===== src/mcps_pkg.sv =====
package mcps_pkg;

   // Angle fraction bits and the number of CORDIC rotations that are run.
   localparam int FRAC_BITS     = 8;
   localparam int CORDIC_STAGES = 24;

   localparam int FIELD_W    = 24;
   localparam int GUARD_BITS = 8;
   localparam int ANGLE_Q    = 24;
   localparam int TABLE_SIZE = 32;
   localparam int SHIFT_W    = $clog2(TABLE_SIZE);
   localparam int RUN_STAGES = (CORDIC_STAGES < TABLE_SIZE) ? CORDIC_STAGES : TABLE_SIZE;

   // Datapath widths. The difference is 25 bits, shifted left by the guard bits;
   // the CORDIC gain and the diagonal case add less than two more bits.
   localparam int DIFF_W = FIELD_W + 1;
   localparam int XW     = DIFF_W + GUARD_BITS + 3;
   localparam int ZW     = 35;

   // Gain correction 1/K in Q24, applied as two partial products.
   localparam int GAIN_W = 24;
   localparam logic [GAIN_W-1:0] INV_GAIN = 24'd10188014;
   localparam int LO_W   = 17;
   localparam int HI_W   = XW - 1 - LO_W;
   localparam int PLO_W  = LO_W + GAIN_W;
   localparam int PHI_W  = HI_W + GAIN_W;
   localparam int PROD_W = XW - 1 + GAIN_W + 1;
   localparam int RAD_SHIFT = GUARD_BITS + ANGLE_Q + 1;
   localparam int RAD_W  = 24;
   localparam int ANGLE_W = 16;
   localparam int PRIN_W  = 26;

   localparam logic signed [ZW-1:0] DEG180 = 35'sd3019898880;
   localparam logic signed [ZW-1:0] ANG_LIM = ZW'(90) <<< FRAC_BITS;
   localparam logic signed [ANGLE_W-1:0] ANG_LIM16 = ANGLE_W'(90 << FRAC_BITS);

   typedef struct packed {
      logic                     valid;
      logic                     axis;      // shear is zero: radius and angle are exact
      logic                     neg_dx;    // sx < sy
      logic signed [FIELD_W-1:0] avg;
      logic [RAD_W-1:0]         axis_rad;
      logic signed [XW-1:0]     x;
      logic signed [XW-1:0]     y;
      logic signed [ZW-1:0]     z;
   } cell_type;

   // Arctangent of 2^-i in degrees, Q24.
   function automatic logic signed [ZW-1:0] atan_deg(input logic [SHIFT_W-1:0] idx);
      logic signed [ZW-1:0] val;
      case (idx)
         5'd0:  val = 35'sd754974720;
         5'd1:  val = 35'sd445687602;
         5'd2:  val = 35'sd235489088;
         5'd3:  val = 35'sd119537938;
         5'd4:  val = 35'sd60000934;
         5'd5:  val = 35'sd30029717;
         5'd6:  val = 35'sd15018523;
         5'd7:  val = 35'sd7509720;
         5'd8:  val = 35'sd3754917;
         5'd9:  val = 35'sd1877466;
         5'd10: val = 35'sd938734;
         5'd11: val = 35'sd469367;
         5'd12: val = 35'sd234684;
         5'd13: val = 35'sd117342;
         5'd14: val = 35'sd58671;
         5'd15: val = 35'sd29335;
         5'd16: val = 35'sd14668;
         5'd17: val = 35'sd7334;
         5'd18: val = 35'sd3667;
         5'd19: val = 35'sd1833;
         5'd20: val = 35'sd917;
         5'd21: val = 35'sd458;
         5'd22: val = 35'sd229;
         5'd23: val = 35'sd115;
         5'd24: val = 35'sd57;
         5'd25: val = 35'sd29;
         5'd26: val = 35'sd14;
         5'd27: val = 35'sd7;
         5'd28: val = 35'sd4;
         5'd29: val = 35'sd2;
         5'd30: val = 35'sd1;
         default: val = '0;
      endcase
      return val;
   endfunction

endpackage


===== src/mcps_finish.sv =====
module mcps_finish (
   input  logic                                   clock,
   input  logic                                   reset,
   input  logic                                   enable,
   input  mcps_pkg::cell_type                     cell_in,
   output logic                                   rsp_valid,
   output logic signed [mcps_pkg::FIELD_W-1:0]    rsp_average_stress,
   output logic [mcps_pkg::RAD_W-1:0]             rsp_circle_radius,
   output logic signed [mcps_pkg::PRIN_W-1:0]     rsp_max_principal,
   output logic signed [mcps_pkg::PRIN_W-1:0]     rsp_min_principal,
   output logic signed [mcps_pkg::ANGLE_W-1:0]    rsp_angle_deg
);

   // Stage A: partial products of the gain correction and the rounded angle.
   logic                                   a_valid_ff;
   logic                                   a_axis_ff;
   logic signed [mcps_pkg::FIELD_W-1:0]    a_avg_ff;
   logic [mcps_pkg::RAD_W-1:0]             a_axis_rad_ff;
   logic [mcps_pkg::PLO_W-1:0]             a_plo_ff;
   logic [mcps_pkg::PHI_W-1:0]             a_phi_ff;
   logic signed [mcps_pkg::ANGLE_W-1:0]    a_angle_ff;
   logic [mcps_pkg::PLO_W-1:0]             a_plo_in;
   logic [mcps_pkg::PHI_W-1:0]             a_phi_in;
   logic signed [mcps_pkg::ANGLE_W-1:0]    a_angle_in;
   logic [mcps_pkg::XW-2:0]                x_clip;
   logic signed [mcps_pkg::ZW-1:0]         z_round;

   // Stage B: radius after rounding and saturation.
   logic                                   b_valid_ff;
   logic signed [mcps_pkg::FIELD_W-1:0]    b_avg_ff;
   logic [mcps_pkg::RAD_W-1:0]             b_radius_ff;
   logic signed [mcps_pkg::ANGLE_W-1:0]    b_angle_ff;
   logic [mcps_pkg::RAD_W-1:0]             b_radius_in;
   logic [mcps_pkg::PROD_W-1:0]            prod_sum;

   // Output register.
   logic                                   out_valid_ff;
   logic signed [mcps_pkg::FIELD_W-1:0]    out_avg_ff;
   logic [mcps_pkg::RAD_W-1:0]             out_radius_ff;
   logic signed [mcps_pkg::PRIN_W-1:0]     out_max_ff;
   logic signed [mcps_pkg::PRIN_W-1:0]     out_min_ff;
   logic signed [mcps_pkg::ANGLE_W-1:0]    out_angle_ff;
   logic signed [mcps_pkg::PRIN_W-1:0]     out_max_in;
   logic signed [mcps_pkg::PRIN_W-1:0]     out_min_in;

   always_comb begin
      x_clip   = cell_in.x[mcps_pkg::XW-1] ? '0 : cell_in.x[mcps_pkg::XW-2:0];
      a_plo_in = mcps_pkg::PLO_W'(x_clip[mcps_pkg::LO_W-1:0]) *
                 mcps_pkg::PLO_W'(mcps_pkg::INV_GAIN);
      a_phi_in = mcps_pkg::PHI_W'(x_clip[mcps_pkg::XW-2:mcps_pkg::LO_W]) *
                 mcps_pkg::PHI_W'(mcps_pkg::INV_GAIN);

      z_round = (cell_in.z + (mcps_pkg::ZW'(1) <<< (mcps_pkg::ANGLE_Q - mcps_pkg::FRAC_BITS)))
                >>> (mcps_pkg::ANGLE_Q + 1 - mcps_pkg::FRAC_BITS);
      if (cell_in.axis) begin
         a_angle_in = cell_in.neg_dx ? mcps_pkg::ANGLE_W'(mcps_pkg::ANG_LIM) : '0;
      end else if (z_round > mcps_pkg::ANG_LIM) begin
         a_angle_in = mcps_pkg::ANGLE_W'(mcps_pkg::ANG_LIM);
      end else if (z_round < -mcps_pkg::ANG_LIM) begin
         a_angle_in = mcps_pkg::ANGLE_W'(-mcps_pkg::ANG_LIM);
      end else begin
         a_angle_in = mcps_pkg::ANGLE_W'(z_round);
      end
   end

   always_comb begin
      prod_sum = (mcps_pkg::PROD_W'(a_phi_ff) << mcps_pkg::LO_W) + mcps_pkg::PROD_W'(a_plo_ff)
                 + (mcps_pkg::PROD_W'(1) << (mcps_pkg::RAD_SHIFT - 1));
      if (a_axis_ff) begin
         b_radius_in = a_axis_rad_ff;
      end else if (|prod_sum[mcps_pkg::PROD_W-1:mcps_pkg::RAD_SHIFT+mcps_pkg::RAD_W]) begin
         b_radius_in = '1;
      end else begin
         b_radius_in = prod_sum[mcps_pkg::RAD_SHIFT+mcps_pkg::RAD_W-1:mcps_pkg::RAD_SHIFT];
      end
   end

   always_comb begin
      out_max_in = mcps_pkg::PRIN_W'(b_avg_ff) + $signed({2'b00, b_radius_ff});
      out_min_in = mcps_pkg::PRIN_W'(b_avg_ff) - $signed({2'b00, b_radius_ff});
   end

   always_ff @(posedge clock) begin
      if (reset) begin
         a_valid_ff   <= 1'b0;
         b_valid_ff   <= 1'b0;
         out_valid_ff <= 1'b0;
      end else if (enable) begin
         a_valid_ff   <= cell_in.valid;
         b_valid_ff   <= a_valid_ff;
         out_valid_ff <= b_valid_ff;
      end
   end

   always_ff @(posedge clock) begin
      if (enable) begin
         a_axis_ff     <= cell_in.axis;
         a_avg_ff      <= cell_in.avg;
         a_axis_rad_ff <= cell_in.axis_rad;
         a_plo_ff      <= a_plo_in;
         a_phi_ff      <= a_phi_in;
         a_angle_ff    <= a_angle_in;
         b_avg_ff      <= a_avg_ff;
         b_radius_ff   <= b_radius_in;
         b_angle_ff    <= a_angle_ff;
         out_avg_ff    <= b_avg_ff;
         out_radius_ff <= b_radius_ff;
         out_max_ff    <= out_max_in;
         out_min_ff    <= out_min_in;
         out_angle_ff  <= b_angle_ff;
      end
   end

   assign rsp_valid          = out_valid_ff;
   assign rsp_average_stress = out_avg_ff;
   assign rsp_circle_radius  = out_radius_ff;
   assign rsp_max_principal  = out_max_ff;
   assign rsp_min_principal  = out_min_ff;
   assign rsp_angle_deg      = out_angle_ff;

endmodule


===== config.mk =====
export PLATFORM = sky130hd
export DESIGN_NAME = mcps_finish
export DESIGN_NICKNAME = d
export VERILOG_FILES = /design/src/mcps_pkg.sv /design/src/mcps_finish.sv
export SDC_FILE = /design/constraint.sdc
export NUM_CORES = 1
export LEC_CHECK = 0
export BUFFER_PORTS_ARGS = -buffer_cell sky130_fd_sc_hd__buf_4
export CORE_ASPECT_RATIO = 1.2
export CORE_UTILIZATION = 30
export CTS_CLUSTER_SIZE = 16
export DETAILED_ROUTE_END_ITERATION = 7
export HOLD_SLACK_MARGIN = 0.05
export PLACE_DENSITY = 0.49
export SLEW_MARGIN = 5
export SYNTH_ARGS = -nofsm -noshare
export SYNTH_HDL_FRONTEND = slang
export SYNTH_SLANG_ARGS = --single-unit

===== constraint.sdc =====
create_clock -name clock -period 11.5 [get_ports clock]
set_input_delay 0.575 -clock clock [delete_from_list [all_inputs] [get_ports clock]]
set_output_delay 0.575 -clock clock [all_outputs]
set_load 0.03 [all_outputs]

==> metrics.md, run 1 <==
| Metric | Value |
|---|---|
| Fmax achieved | 133 MHz |
| Relative max-transition margin | 0.336 |
| Worst min path class | primary input to flop |
| Number of buffers inserted during clock tree synthesis | 36 |
| Chip width | 284 um |
| CTS clk-pin slew, worst paths | 60 ps |
| Number of gates resized after cts | 0 |
| WL/cell | 17.1 um |
| Leak pwr | 15.5 nW |
| Clk_skew | 25.2 ps |
| Setup repair after global routing missed its margin | no |
| Yosys warns | 0 |
| Shortest clock period the worst path allows after layout | 7500 ps |
| Startpoint-to-endpoint class of the critical path | primary input to flop |
| Post-synthesis cell count | 2487 |
| Run status | completed |
| Full die area | 96500 um2 |
| WP data arrival | 7800 ps |
| Number of flops mapped to enable cells by yosys | 308 |
| Slowest stage delay, CP | 540 ps |
| Detailed Place HPWL | 58.3 mm |
| Hold violation count in the final report | 0 |
| Area post-placement | 31800 um2 |
| Register cell area after layout | 9310 um2 |
| Via density per instance | 4.44 |
| Busiest layer in global routing | met2 |
| Sink count of the clock tree | 311 |
| Highest-delay cell along the critical path | sky130_fd_sc_hd__fa_1 |
| Top post-synthesis cells by area | sky130_fd_sc_hd__edfxtp_1 (32%), sky130_fd_sc_hd__fa_1 (24%), sky130_fd_sc_hd__ha_1 (17%), sky130_fd_sc_hd__inv_1 (8.0%), sky130_fd_sc_hd__xnor2_1 (2.9%) |
| Inserted Diodes | 0 |
| Number of antenna violations at the first check in global routing | 3 |
| Mean instance size in the synthesized netlist | 11.5 um2 |
| TritonCTS clock tree | done |
| DRT antenna net count | 0 |
| Cell count of the worst reg-to-reg path | 12 |
| Worst IR Drop VDD | 0.000161 V |
| GR met1 Demand/Resource | 0.175 |
| Pre-CTS setup slack | 3330 ps |
| Post-Synthesis Cell Area | 28600 um2 |
| Detailed router's first-iteration violation count | 651 |
| GR Util met3 | 0.0222 |
| Total number of placement rows | 123 |
| Via count of the first global-routing pass | 19913 |
| Maximum buffer depth of the clock tree | 3 |
| Top cells by count, synth | sky130_fd_sc_hd__inv_1 (608), sky130_fd_sc_hd__ha_1 (379), sky130_fd_sc_hd__fa_1 (340) |
| Drt total wl | 68.6 mm |
| Post-synthesis async set-or-reset flop share | 0 |
| Number of fill cells in the layout | 9261 |
| Layout cells sized above 1 | 0.117 |
| Startpoint types | primary input |
| Total of hold buffers inserted after clock tree synthesis | 0 |
| Post-CTS setup repair buffer count | 0 |
| Post-synthesis sequential element count | 311 |
| Measured slew at the worst slew-check pin | 995 ps |
| RePlAce Congestion | 0.892 |
| Element type at the critical path end | flop |
| Share of the yosys chip area belonging to registers | 0.326 |
| # H-tree levels | 2 |
| Detailed-route DRC error count | 0 |
| Cell area after layout | 33000 um2 |
| Power Dens Cells | 257 nW/um2 |
| Cell repeated most along the worst path | sky130_fd_sc_hd__inv_1 |
| Input/output buffers | 225 |
| Area of the core region | 94000 um2 |
| Number of nets in the finished design | 3613 |
| Crit share post-route | 0.652 |
| CTS Root Cell | sky130_fd_sc_hd__clkbuf_16 |
| Dominant synthesized flop cell | sky130_fd_sc_hd__edfxtp_1 |
| Number of slew-limit violations in the final report | 0 |
| Multi-input logic area | 16900 um2 |
| Number of vias in the routed layout | 17802 |
| GR Layer Usage met2 | 0.260 |
| All-layer global routing usage | 0.145 |
| Endpoints failing setup | 0 |
| Total power consumption of the routed design | 8.49 mW |
| Area share of the leading cell type in the synthesized netlist | 0.324 |
| Clock latency on the worst-skew pair | 560 ps |
| Maximum number of pins on one net before global-route repair | 92 |
| Residual overflow from global routing | 0 |
| Hold depth | 1 |
| Global-route wire length before repair | 109 mm |
| Sum of negative setup slack | 0 ps |
| Cell with the most instances after synthesis | sky130_fd_sc_hd__inv_1 |
| Crit-path max FO | 37 |
| Number of maximum-capacitance constraint violations | 0 |
| Required time of the worst setup path | 11800 ps |
| Number of distinct standard cells referenced by the synthesized netlist | 86 |
| IO Pins | 278 |
| Setup slack of the critical path after layout | 4000 ps |
| Die height | 340 um |
| Initial core utilization | 0.304 |
| Net count of the mapped netlist | 3367 |
| Count of TritonRoute iterations in the first routing pass | 5 |
| Synth-to-Final Area Change | 15.4% |
| Cell taking the most area after synthesis | sky130_fd_sc_hd__edfxtp_1 |
per-stage QoR:
step / hold WS (ps) / instances / utilization
5_1_grt: 156 / 4010 / 0.351
4_1_cts: 139 / 4010 / 0.351
6_report: 188 / 4010 / 0.351
2_1_floorplan: 400 / 2487 / -
3_5_place_dp: 405 / 3945 / 0.338
3_3_place_gp: 403 / 3945 / 0.338
cells by family after synthesis:
family	synth area share
adder cells (fa/ha/maj)	0.404
buffers and inverters	0.0830
AND/OR/NAND/NOR	0.0643
AO/OA/AOI/OAI	0.0811
flip-flops	0.326
XOR/XNOR	0.0402
multiplexers	0.00140
power by group:
part           switching, mW  internal (mW)  leakage [nW]
clock network          0.475          0.676         0.578
logic                   3.16           2.35          11.9
registers              0.105           1.73          3.02
flip-flops by register name (all words and copies together), names as in the netlist, 16 cells and up:
register            count
a_angle_ff             16
a_avg_ff               24
a_axis_rad_ff          24
a_phi_ff               41
a_plo_ff               23
b_angle_ff             16
b_avg_ff               24
b_radius_ff            24
rsp_angle_deg          16
rsp_average_stress     24
rsp_circle_radius      24
rsp_max_principal      26
rsp_min_principal      25
worst max-delay path, delay by kind of cell:
| family | cells | cell delay (ps) |
|---|---|---|
| and+or+nand+nor | 3 | 1030 |
| adders and majority gates | 8 | 3810 |
| xor gates and xnor gates | 1 | 90 |
| AOI/OAI and AO/OA | 7 | 1570 |
| buffers and inverters | 7 | 650 |
final timing paths:
kind                           start                           to  slack [ps]
min                     cell_in[117]  a_axis_rad_ff[10]$_DFFE_PP_         190
max                     cell_in[106]       a_phi_ff[40]$_DFFE_PP_        4000
max reg2reg   a_plo_ff[23]$_DFFE_PP_     b_radius_ff[1]$_DFFE_PP_        7450
min reg2reg  b_angle_ff[8]$_DFFE_PP_   rsp_angle_deg[8]$_DFFE_PP_         400
per-layer routing:
metal | routed length, um | share of wire | vias to the layer above
met5 | 42 | 0.00061 | -
met2 | 34700 | 0.51 | 315
met4 | 2290 | 0.033 | 6
met3 | 2320 | 0.034 | 114
li1 | - | - | 8679
met1 | 29200 | 0.43 | 8688
final cells by class:
| cell class | count | share of cell area |
|---|---|---|
| clock inverters | 19 | 0.00611 |
| clock buffers | 46 | 0.0297 |
| flip-flops and latches | 311 | 0.282 |
| well taps | 1250 | 0.0475 |
| inverters | 608 | 0.0692 |
| repair buffers | 230 | 0.0526 |
| multi-input cells | 1546 | 0.512 |
cell usage in the layout, fill, tap and decap left out, drive strengths merged, types with 15 or more instances in the layout:
cell type,n
a21o,37
a21oi,102
a2bb2oi,23
a31oi,15
buf,230
clkbuf,46
edfxtp,308
fa,340
ha,379
inv,613
nand2,57
nand2b,38
nand3,28
nand4,16
nor2,103
nor2b,29
nor3,34
o21ai,46
o21bai,24
xnor2,96
xor2,35
Note: power is estimated with default switching activity, not from simulation.
==> inputs of run 2 (changes only) <==
--- a/config.mk
+++ b/config.mk
@@ -5,13 +5,14 @@
 export SDC_FILE = /design/constraint.sdc
 export NUM_CORES = 1
 export LEC_CHECK = 0
+export ABC_AREA = 1
 export BUFFER_PORTS_ARGS = -buffer_cell sky130_fd_sc_hd__buf_4
 export CORE_ASPECT_RATIO = 1.2
 export CORE_UTILIZATION = 30
 export CTS_CLUSTER_SIZE = 16
 export DETAILED_ROUTE_END_ITERATION = 7
 export HOLD_SLACK_MARGIN = 0.05
-export PLACE_DENSITY = 0.49
+export PLACE_DENSITY = 0.5
 export SLEW_MARGIN = 5
 export SYNTH_ARGS = -nofsm -noshare
 export SYNTH_HDL_FRONTEND = slang
==> constraint.sdc (replaced) <==
create_clock -name clock -period 6.89 [get_ports clock]
set_input_delay 0.3445 -clock clock [delete_from_list [all_inputs] [get_ports clock]]
set_output_delay 0.3445 -clock clock [all_outputs]
set_load 0.03 [all_outputs]
==> metrics.md, run 2 <==
| Metric | Value |
|---|---|
| Cell taking the most area after synthesis | sky130_fd_sc_hd__edfxtp_1 (unchanged) |
| Power Dens Cells | 456 nW/um2 (was 257 nW/um2) |
| Clock latency on the worst-skew pair | 600 ps (was 560 ps) |
| Startpoint types | primary input (unchanged) |
| Post-layout util | 0.352 (was 0.351) |
| Reg-to-reg slack, setup | 3680 ps (was 7450 ps) |
| Top library cells by usage in the layout, fill and taps aside | sky130_fd_sc_hd__inv_1 (846), sky130_fd_sc_hd__nand2_1 (546), sky130_fd_sc_hd__ha_1 (379) (was sky130_fd_sc_hd__inv_1 (608), sky130_fd_sc_hd__ha_1 (379), sky130_fd_sc_hd__fa_1 (340)) |
| Top cells by count, synth | sky130_fd_sc_hd__inv_1 (846), sky130_fd_sc_hd__nand2_1 (546), sky130_fd_sc_hd__ha_1 (379) (was sky130_fd_sc_hd__inv_1 (608), sky130_fd_sc_hd__ha_1 (379), sky130_fd_sc_hd__fa_1 (340)) |
| IO Pins | 278 (unchanged) |
| Chip width | 297 um (was 284 um) |
| Number of nets in the finished design | 4556 (was 3613) |
| RePlAce Congestion | 0.879 (was 0.892) |
| Number of slew-limit violations in the final report | 0 (unchanged) |
| Share of the yosys chip area belonging to registers | 0.298 (was 0.326) |
| Worst hold start | cell_in[155] (was cell_in[117]) |
| Yosys warns | 0 (unchanged) |
| Layout cells sized above 1 | 0.0887 (was 0.117) |
| Number of flip-flops in the largest register | 41 (unchanged) |
| Required time of the worst setup path | 7200 ps (was 11800 ps) |
| Worst IR Drop VDD | 0.000282 V (was 0.000161 V) |
| Area of the core region | 103000 um2 (was 94000 um2) |
| Most frequent standard cell in the layout excluding fill and tap cells | sky130_fd_sc_hd__inv_1 (unchanged) |
| Worst r2r dst | b_radius_ff[1]$_DFFE_PP_ (unchanged) |
| Drt total wl | 82.8 mm (was 68.6 mm) |
| Filler-free cell count of the finished design | 5074 (was 4010) |
| Residual overflow from global routing | 0 (unchanged) |
| TritonCTS clock tree | done (unchanged) |
| Count of TritonRoute iterations in the first routing pass | 7 (was 5) |
| Post-Synthesis Cell Area | 31300 um2 (was 28600 um2) |
| Leak pwr | 18.2 nW (was 15.5 nW) |
| Worst min path class | primary input to flop (unchanged) |
| Fmax achieved | 167 MHz |
| Crit share post-route | 0.869 |
| Number of antenna violations at the first check in global routing | 1 (was 3) |
| Endpoints failing setup | 0 (unchanged) |
| Hold Slack | 95.5 ps (was 188 ps) |
| # H-tree levels | 1 (was 2) |
| Via density per instance | 4.40 (was 4.44) |
| Total number of placement rows | 129 (was 123) |
| Startpoint-to-endpoint class of the critical path | primary input to flop (unchanged) |
| DRT antenna net count | 0 (unchanged) |
| Measured slew at the worst slew-check pin | 996 ps (was 995 ps) |
| Cell count after placement | 4967 (was 3945) |
| WL/cell | 16.3 um (was 17.1 um) |
| Slowest stage delay, CP | 570 ps (was 540 ps) |
| Post-synthesis cell count | 3365 (was 2487) |
| Element type at the critical path end | flop (unchanged) |
| Detailed router's first-iteration violation count | 970 (was 651) |
| Clk_skew | 40.8 ps (was 25.2 ps) |
| Post-synthesis sequential element count | 311 (unchanged) |
| Number of buffers inserted during clock tree synthesis | 31 (was 36) |
| CTS clk-pin slew, worst paths | 70 ps (was 60 ps) |
| Crit-path max FO | 23 (was 37) |
| Number of gates resized after cts | 0 (unchanged) |
| Maximum number of pins on one net before global-route repair | 165 (was 92) |
| Number of maximum-capacitance constraint violations | 0 (unchanged) |
| CTS Root Cell | sky130_fd_sc_hd__clkbuf_16 (unchanged) |
| Mean instance size in the synthesized netlist | 9.29 um2 (was 11.5 um2) |
| Relative max-transition margin | 0.336 (about the same) |
| Post-synthesis async set-or-reset flop share | 0 (unchanged) |
| Shortest clock period the worst path allows after layout | 5990 ps |
| Top post-synthesis cells by area | sky130_fd_sc_hd__edfxtp_1 (30%), sky130_fd_sc_hd__fa_1 (22%), sky130_fd_sc_hd__ha_1 (15%), sky130_fd_sc_hd__inv_1 (10%), sky130_fd_sc_hd__nand2_1 (6.6%) (was sky130_fd_sc_hd__edfxtp_1 (32%), sky130_fd_sc_hd__fa_1 (24%), sky130_fd_sc_hd__ha_1 (17%), sky130_fd_sc_hd__inv_1 (8.0%), sky130_fd_sc_hd__xnor2_1 (2.9%)) |
| Maximum buffer depth of the clock tree | 3 (unchanged) |
| Worst hold path endpoint | a_angle_ff[9]$_DFFE_PP_ (was a_axis_rad_ff[10]$_DFFE_PP_) |
| Hold depth | 3 (was 1) |
| Run status | completed (unchanged) |
| Full die area | 106000 um2 (was 96500 um2) |
| Detailed-route DRC error count | 0 (unchanged) |
| Critical Path, Cell by Cell | buf_4, inv_2, buf_12, nand2_1, inv_1, ha_1, inv_1, fa_1, inv_1, fa_1, fa_1, fa_1, inv_1, fa_1, inv_1, ha_1, nand2_1, nor2_1, inv_1, nor4_1, o21ai_0, nand3_1, xor2_1 |
| Net count of the mapped netlist | 4245 (was 3367) |
| Via count of the first global-routing pass | 23244 (was 19913) |
| All-layer global routing usage | 0.158 (was 0.145) |
| Input/output buffers | 225 (unchanged) |
| Sum of negative setup slack | 0 ps (unchanged) |
| Dominant synthesized flop cell | sky130_fd_sc_hd__edfxtp_1 (unchanged) |
| Synth-to-Final Area Change | 16.2% (was 15.4%) |
| Number of flops mapped to enable cells by yosys | 308 (unchanged) |
| R2R Path Start | a_plo_ff[40]$_DFFE_PP_ (was a_plo_ff[23]$_DFFE_PP_) |
| Cell count of the worst reg-to-reg path | 13 (was 12) |
| Sink count of the clock tree | 311 (unchanged) |
| Inserted Diodes | 0 (unchanged) |
| Number of distinct standard cells referenced by the synthesized netlist | 47 (was 86) |
| WP data arrival | 6300 ps (was 7800 ps) |
| Area share of the leading cell type in the synthesized netlist | 0.296 (was 0.324) |
| Hold violation count in the final report | 0 (unchanged) |
| Initial core utilization | 0.303 (was 0.304) |
| Global-route wire length before repair | 131 mm (was 109 mm) |
| Highest-delay cell along the critical path | sky130_fd_sc_hd__fa_1 (unchanged) |
| Detailed Place HPWL | 72.1 mm (was 58.3 mm) |
| Setup repair after global routing missed its margin | no (unchanged) |
| Register ranked first by flip-flop count | a_phi_ff (unchanged) |
| Cell repeated most along the worst path | sky130_fd_sc_hd__inv_1 (unchanged) |
| Number of vias in the routed layout | 22301 (was 17802) |
| Die height | 356 um (was 340 um) |
| Cell with the most instances after synthesis | sky130_fd_sc_hd__inv_1 (unchanged) |
## run 2: changes by cell type in the layout (fill, tap and decap cells not counted), moves of 51 or more
| cell | before | now |
|---|---|---|
| sky130_fd_sc_hd__xnor2_1 | 96 | 22 |
| sky130_fd_sc_hd__a21oi_1 | 99 | 166 |
| sky130_fd_sc_hd__nand2_1 | 57 | 546 |
| sky130_fd_sc_hd__dlygate4sd3_1 | 0 | 51 |
| sky130_fd_sc_hd__nand3_1 | 28 | 100 |
| sky130_fd_sc_hd__inv_1 | 608 | 846 |
| sky130_fd_sc_hd__xor2_1 | 35 | 94 |
| sky130_fd_sc_hd__nor2_1 | 102 | 256 |
## run 2: power by group
| group | total [mW] | internal (mW) | leakage, nW | switching (mW) |
|---|---|---|---|---|
| clock network | 1.70 | 0.979 | 0.493 | 0.723 |
| logic | 11.8 | 4.21 | 14.7 | 7.56 |
| registers | 3.11 | 2.89 | 3.02 | 0.214 |
| total | 16.6 | 8.08 | 18.2 | 8.49 |
## run 2: stage by stage
step | total power, mW | worst slack, ps | instance area (um2)
2_1_floorplan | 11.5 | 897 | 31300
3_3_place_gp | 15.0 | 312 | 34800
3_5_place_dp | 14.9 | 286 | 34800
4_1_cts | 16.8 | 908 | 36300
5_1_grt | 18.4 | 558 | 36300
6_report | 16.6 | 904 | 36300
## run 2: area by class of cell
type                    count  area, um2
flip-flops and latches    311       9310
multi-input cells        2178      18600
inverters                 850       3190
clock inverters            21        235
fillers                 10624      66800
clock buffers              35        791
repair buffers            304       2440
well taps                1375       1720
## run 2: how the worst max path moves through the flow
stage | endpoint | from | cells after the start | slack (ps)
after floorplan | a_plo_ff[38]$_DFFE_PP_ | cell_in[106] | 25 | 900
after global placement | a_phi_ff[29]$_DFFE_PP_ | cell_in[106] | 22 | 310
after detailed placement | a_phi_ff[40]$_DFFE_PP_ | cell_in[106] | 23 | 290
after CTS | a_phi_ff[29]$_DFFE_PP_ | cell_in[106] | 22 | 910
after global routing | a_phi_ff[28]$_DFFE_PP_ | cell_in[106] | 26 | 560
final | a_phi_ff[40]$_DFFE_PP_ | cell_in[106] | 23 | 900
## run 2: timing repair
action,4_1_cts,5_1_grt
hold buffers,51,0
hold endpoints to repair,52,0
setup buffers,0,0
## run 2: cell families (layout without fill, tap and decap cells)
logic type,after synthesis,in the layout,synth area share
and+or+nand+nor,999,999,0.132
xor gates and xnor gates,116,116,0.0325
DFF,311,311,0.298
buffers and inverters,876,1210,0.106
AOI/OAI and AO/OA,344,344,0.0624
adders and majority gates,719,719,0.369
## run 2: worst max-delay path, delay by kind of cell
family / cells / cell delay (ps)
buffers and inverters: 9 / 1210
adder cells (fa/ha/maj): 7 / 3400
AND/OR/NAND/NOR: 5 / 1040
XOR/XNOR: 1 / 80
AO/OA/AOI/OAI: 1 / 160
## run 2: per-layer routing
| layer | part of all wire | global-route usage | up-vias |
|---|---|---|---|
| li1 | - | - | 11182 |
| met4 | 0.023 | 0.0365 | 2 |
| met1 | 0.44 | 0.198 | 10621 |
| met5 | 0.00015 | 0 | - |
| met3 | 0.032 | 0.0137 | 81 |
| met2 | 0.51 | 0.291 | 415 |
==> inputs of run 3 (changes only) <==
--- a/config.mk
+++ b/config.mk
@@ -11,8 +11,8 @@
 export CORE_UTILIZATION = 30
 export CTS_CLUSTER_SIZE = 16
 export DETAILED_ROUTE_END_ITERATION = 7
-export HOLD_SLACK_MARGIN = 0.05
-export PLACE_DENSITY = 0.5
+export HOLD_SLACK_MARGIN = 0.15
+export PLACE_DENSITY = 0.56
 export SLEW_MARGIN = 5
 export SYNTH_ARGS = -nofsm -noshare
 export SYNTH_HDL_FRONTEND = slang
==> metrics.md, run 3 (synthesis gave the netlist of run 2 again) <==
| Metric | Value |
|---|---|
| WP data arrival | 6390 ps (was 6300 ps) |
| # H-tree levels | 2 (was 1) |
| Clk pwr share | 0.117 (was 0.103) |
| Worst IR Drop VDD | 0.000284 V (was 0.000282 V) |
| Endpoints failing setup | 0 (unchanged) |
| Register cell area after layout | 9310 um2 (unchanged) |
| Power Dens Cells | 458 nW/um2 (was 456 nW/um2) |
| Number of vias in the routed layout | 22435 (was 22301) |
| Sink count of the clock tree | 311 (unchanged) |
| Element type at the critical path end | flop (unchanged) |
| Number of nets in the finished design | 4564 (was 4556) |
| Setup repair after global routing missed its margin | no (unchanged) |
| CTS clk-pin slew, worst paths | 50 ps (was 70 ps) |
| Part of the power in registers | 0.185 (was 0.187) |
| Hold Slack | 195 ps (was 95.5 ps) |
| Count of TritonRoute iterations in the first routing pass | 5 (was 7) |
| Required time of the worst setup path | 7160 ps (was 7200 ps) |
| RePlAce Congestion | 0.939 (was 0.879) |
| Post-CTS setup repair buffer count | 0 (unchanged) |
| Measured slew at the worst slew-check pin | 924 ps (was 996 ps) |
| Number of maximum-capacitance constraint violations | 0 (unchanged) |
| Clk_skew | 22.7 ps (was 40.8 ps) |
| Cell Int Power | 8.28 mW (was 8.08 mW) |
| Part of the total power dissipated in combinational logic | 0.698 (was 0.710) |
| Chip width | 297 um (unchanged) |
| Full die area | 106000 um2 (unchanged) |
| Fmax achieved | 163 MHz (was 167 MHz) |
| Startpoint types | primary input (unchanged) |
| Leak pwr | 18.3 nW (was 18.2 nW) |
| Number of slew-limit violations in the final report | 0 (unchanged) |
| Shortest clock period the worst path allows after layout | 6120 ps (was 5990 ps) |
| Cell count after placement | 4969 (was 4967) |
| Initial core utilization | 0.303 (unchanged) |
| Multi-input logic area | 18600 um2 (unchanged) |
| Number of fill cells in the layout | 10650 (was 10624) |
| Die height | 356 um (unchanged) |
| Via count of the first global-routing pass | 23663 (was 23244) |
| Hold violation count in the final report | 0 (unchanged) |
| Top library cells by usage in the layout, fill and taps aside | sky130_fd_sc_hd__inv_1 (846), sky130_fd_sc_hd__nand2_1 (546), sky130_fd_sc_hd__ha_1 (379) (unchanged) |
| Detailed-route DRC error count | 0 (unchanged) |
| All-layer global routing usage | 0.156 (was 0.158) |
| Pre-CTS setup slack | 125 ps (was 286 ps) |
| Input/output buffers | 225 (unchanged) |
| Critical Path, Cell by Cell | buf_4, inv_2, buf_4, nand2_1, inv_1, fa_1, ha_1, inv_1, fa_1, fa_1, inv_1, fa_1, inv_1, fa_1, inv_1, ha_1, a21o_1, a31oi_1, o21ai_0, a21oi_1, o21ai_0, xor2_1 (was buf_4, inv_2, buf_12, nand2_1, inv_1, ha_1, inv_1, fa_1, inv_1, fa_1, fa_1, fa_1, inv_1, fa_1, inv_1, ha_1, nand2_1, nor2_1, inv_1, nor4_1, o21ai_0, nand3_1, xor2_1) |
| Relative max-transition margin | 0.384 (was 0.336) |
| Global-route wire length before repair | 129 mm (was 131 mm) |
| IO Pins | 278 (unchanged) |
| Synth-to-Final Area Change | 16.8% (was 16.2%) |
| Number of gates resized after cts | 0 (unchanged) |
| Filler-free cell count of the finished design | 5084 (was 5074) |
| Slowest stage delay, CP | 540 ps (was 570 ps) |
| Total of hold buffers inserted after clock tree synthesis | 52 (was 51) |
| Sw Share | 0.504 (was 0.512) |
| Total power consumption of the routed design | 16.7 mW (was 16.6 mW) |
| WL/cell | 16.1 um (was 16.3 um) |
| Area of the core region | 103000 um2 (unchanged) |
| TritonCTS clock tree | done (unchanged) |
| Run status | completed (unchanged) |
| Setup slack of the critical path after layout | 766 ps (was 904 ps) |
| Highest-delay cell along the critical path | sky130_fd_sc_hd__fa_1 (unchanged) |
| Number of antenna violations at the first check in global routing | 1 (unchanged) |
| Layout cells sized above 1 | 0.0914 (was 0.0887) |
| Residual overflow from global routing | 0 (unchanged) |
| Via density per instance | 4.41 (was 4.40) |
| Maximum buffer depth of the clock tree | 3 (unchanged) |
| Switching power | 8.43 mW (was 8.49 mW) |
| Number of flip-flops in the largest register | 41 (unchanged) |
| Worst min path class | primary input to flop (unchanged) |
| Detailed Place HPWL | 71.0 mm (was 72.1 mm) |
| Number of buffers inserted during clock tree synthesis | 36 (was 31) |
| Total number of placement rows | 129 (unchanged) |
| Detailed router's first-iteration violation count | 1173 (was 970) |
| DRT antenna net count | 0 (unchanged) |
| Maximum number of pins on one net before global-route repair | 150 (was 165) |
| Sum of negative setup slack | 0 ps (unchanged) |
| Crit-path max FO | 12 (was 23) |
| Most frequent standard cell in the layout excluding fill and tap cells | sky130_fd_sc_hd__inv_1 (unchanged) |
| Register ranked first by flip-flop count | a_phi_ff (unchanged) |
| Crit share post-route | 0.889 (was 0.869) |
| Drt total wl | 81.9 mm (was 82.8 mm) |
| CTS Root Cell | sky130_fd_sc_hd__clkbuf_16 (unchanged) |
| Clock latency on the worst-skew pair | 550 ps (was 600 ps) |
| Startpoint-to-endpoint class of the critical path | primary input to flop (unchanged) |
[run 3: changes by cell type in the layout (fill, tap and decap cells not counted), moves of 2 or more]
| cell | delta |
|---|---|
| sky130_fd_sc_hd__buf_4 | +3 |
| sky130_fd_sc_hd__bufinv_16 | +2 |
| sky130_fd_sc_hd__clkbuf_16 | +5 |
| sky130_fd_sc_hd__clkinv_1 | -3 |
| sky130_fd_sc_hd__clkinv_2 | +4 |
| sky130_fd_sc_hd__clkinv_4 | -3 |
[run 3: cell type report]
class,count,share of cell area
antenna,1,0.0000685
clock inverter,22,0.00771
inverter,850,0.0874
timing repair buffer,307,0.0672
sequential,311,0.255
tap,1375,0.0471
multi-input combinational,2178,0.511
clock buffer,40,0.0251
[run 3: final timing paths]
kind	from	to	slack (ps)	depth (start not counted)
worst max-delay path	cell_in[106]	a_phi_ff[29]$_DFFE_PP_	770	22
worst min-delay path	cell_in[23]	a_angle_ff[6]$_SDFFCE_PP0P_	200	3
worst max register to register	a_plo_ff[40]$_DFFE_PP_	b_radius_ff[1]$_DFFE_PP_	3770	13
worst min register to register	b_angle_ff[8]$_DFFE_PP_	rsp_angle_deg[8]$_DFFE_PP_	400	0
[run 3: per-layer routing]
layer  wire length, um  vias to the layer above  GRT usage  part of all wire
li1                  -                    11215          -                 -
met5                 0                        -          0                 0
met3              2420                      113     0.0137             0.030
met4              2250                        0     0.0452             0.027
met2             41700                      430      0.287              0.51
met1             35600                    10677      0.194              0.43
[run 3: metrics by stage]
stage | utilization | instance area [um2]
finish | 0.354 | 36500
global route | 0.354 | 36500
detailed placement | 0.337 | 34800
global placement | 0.337 | 34800
CTS | 0.354 | 36500
floorplan | - | 31300
[run 3: power by group through the flow]
stage	registers [mW]	clock network, mW	logic (mW)
3_5_place_dp	3.15	0	11.7
4_1_cts	3.11	2.00	11.8
3_3_place_gp	3.14	0	11.7
6_report	3.10	1.95	11.7
5_1_grt	3.14	2.06	13.4
2_1_floorplan	3.25	0	8.21
[run 3: critical path, delay by kind of cell]
| kind | cells | cell delay (ps) |
|---|---|---|
| adders and majority gates | 7 | 3240 |
| buffers and inverters | 8 | 1300 |
| AOI/OAI and AO/OA | 5 | 1160 |
| xor gates and xnor gates | 1 | 170 |
| and+or+nand+nor | 1 | 140 |
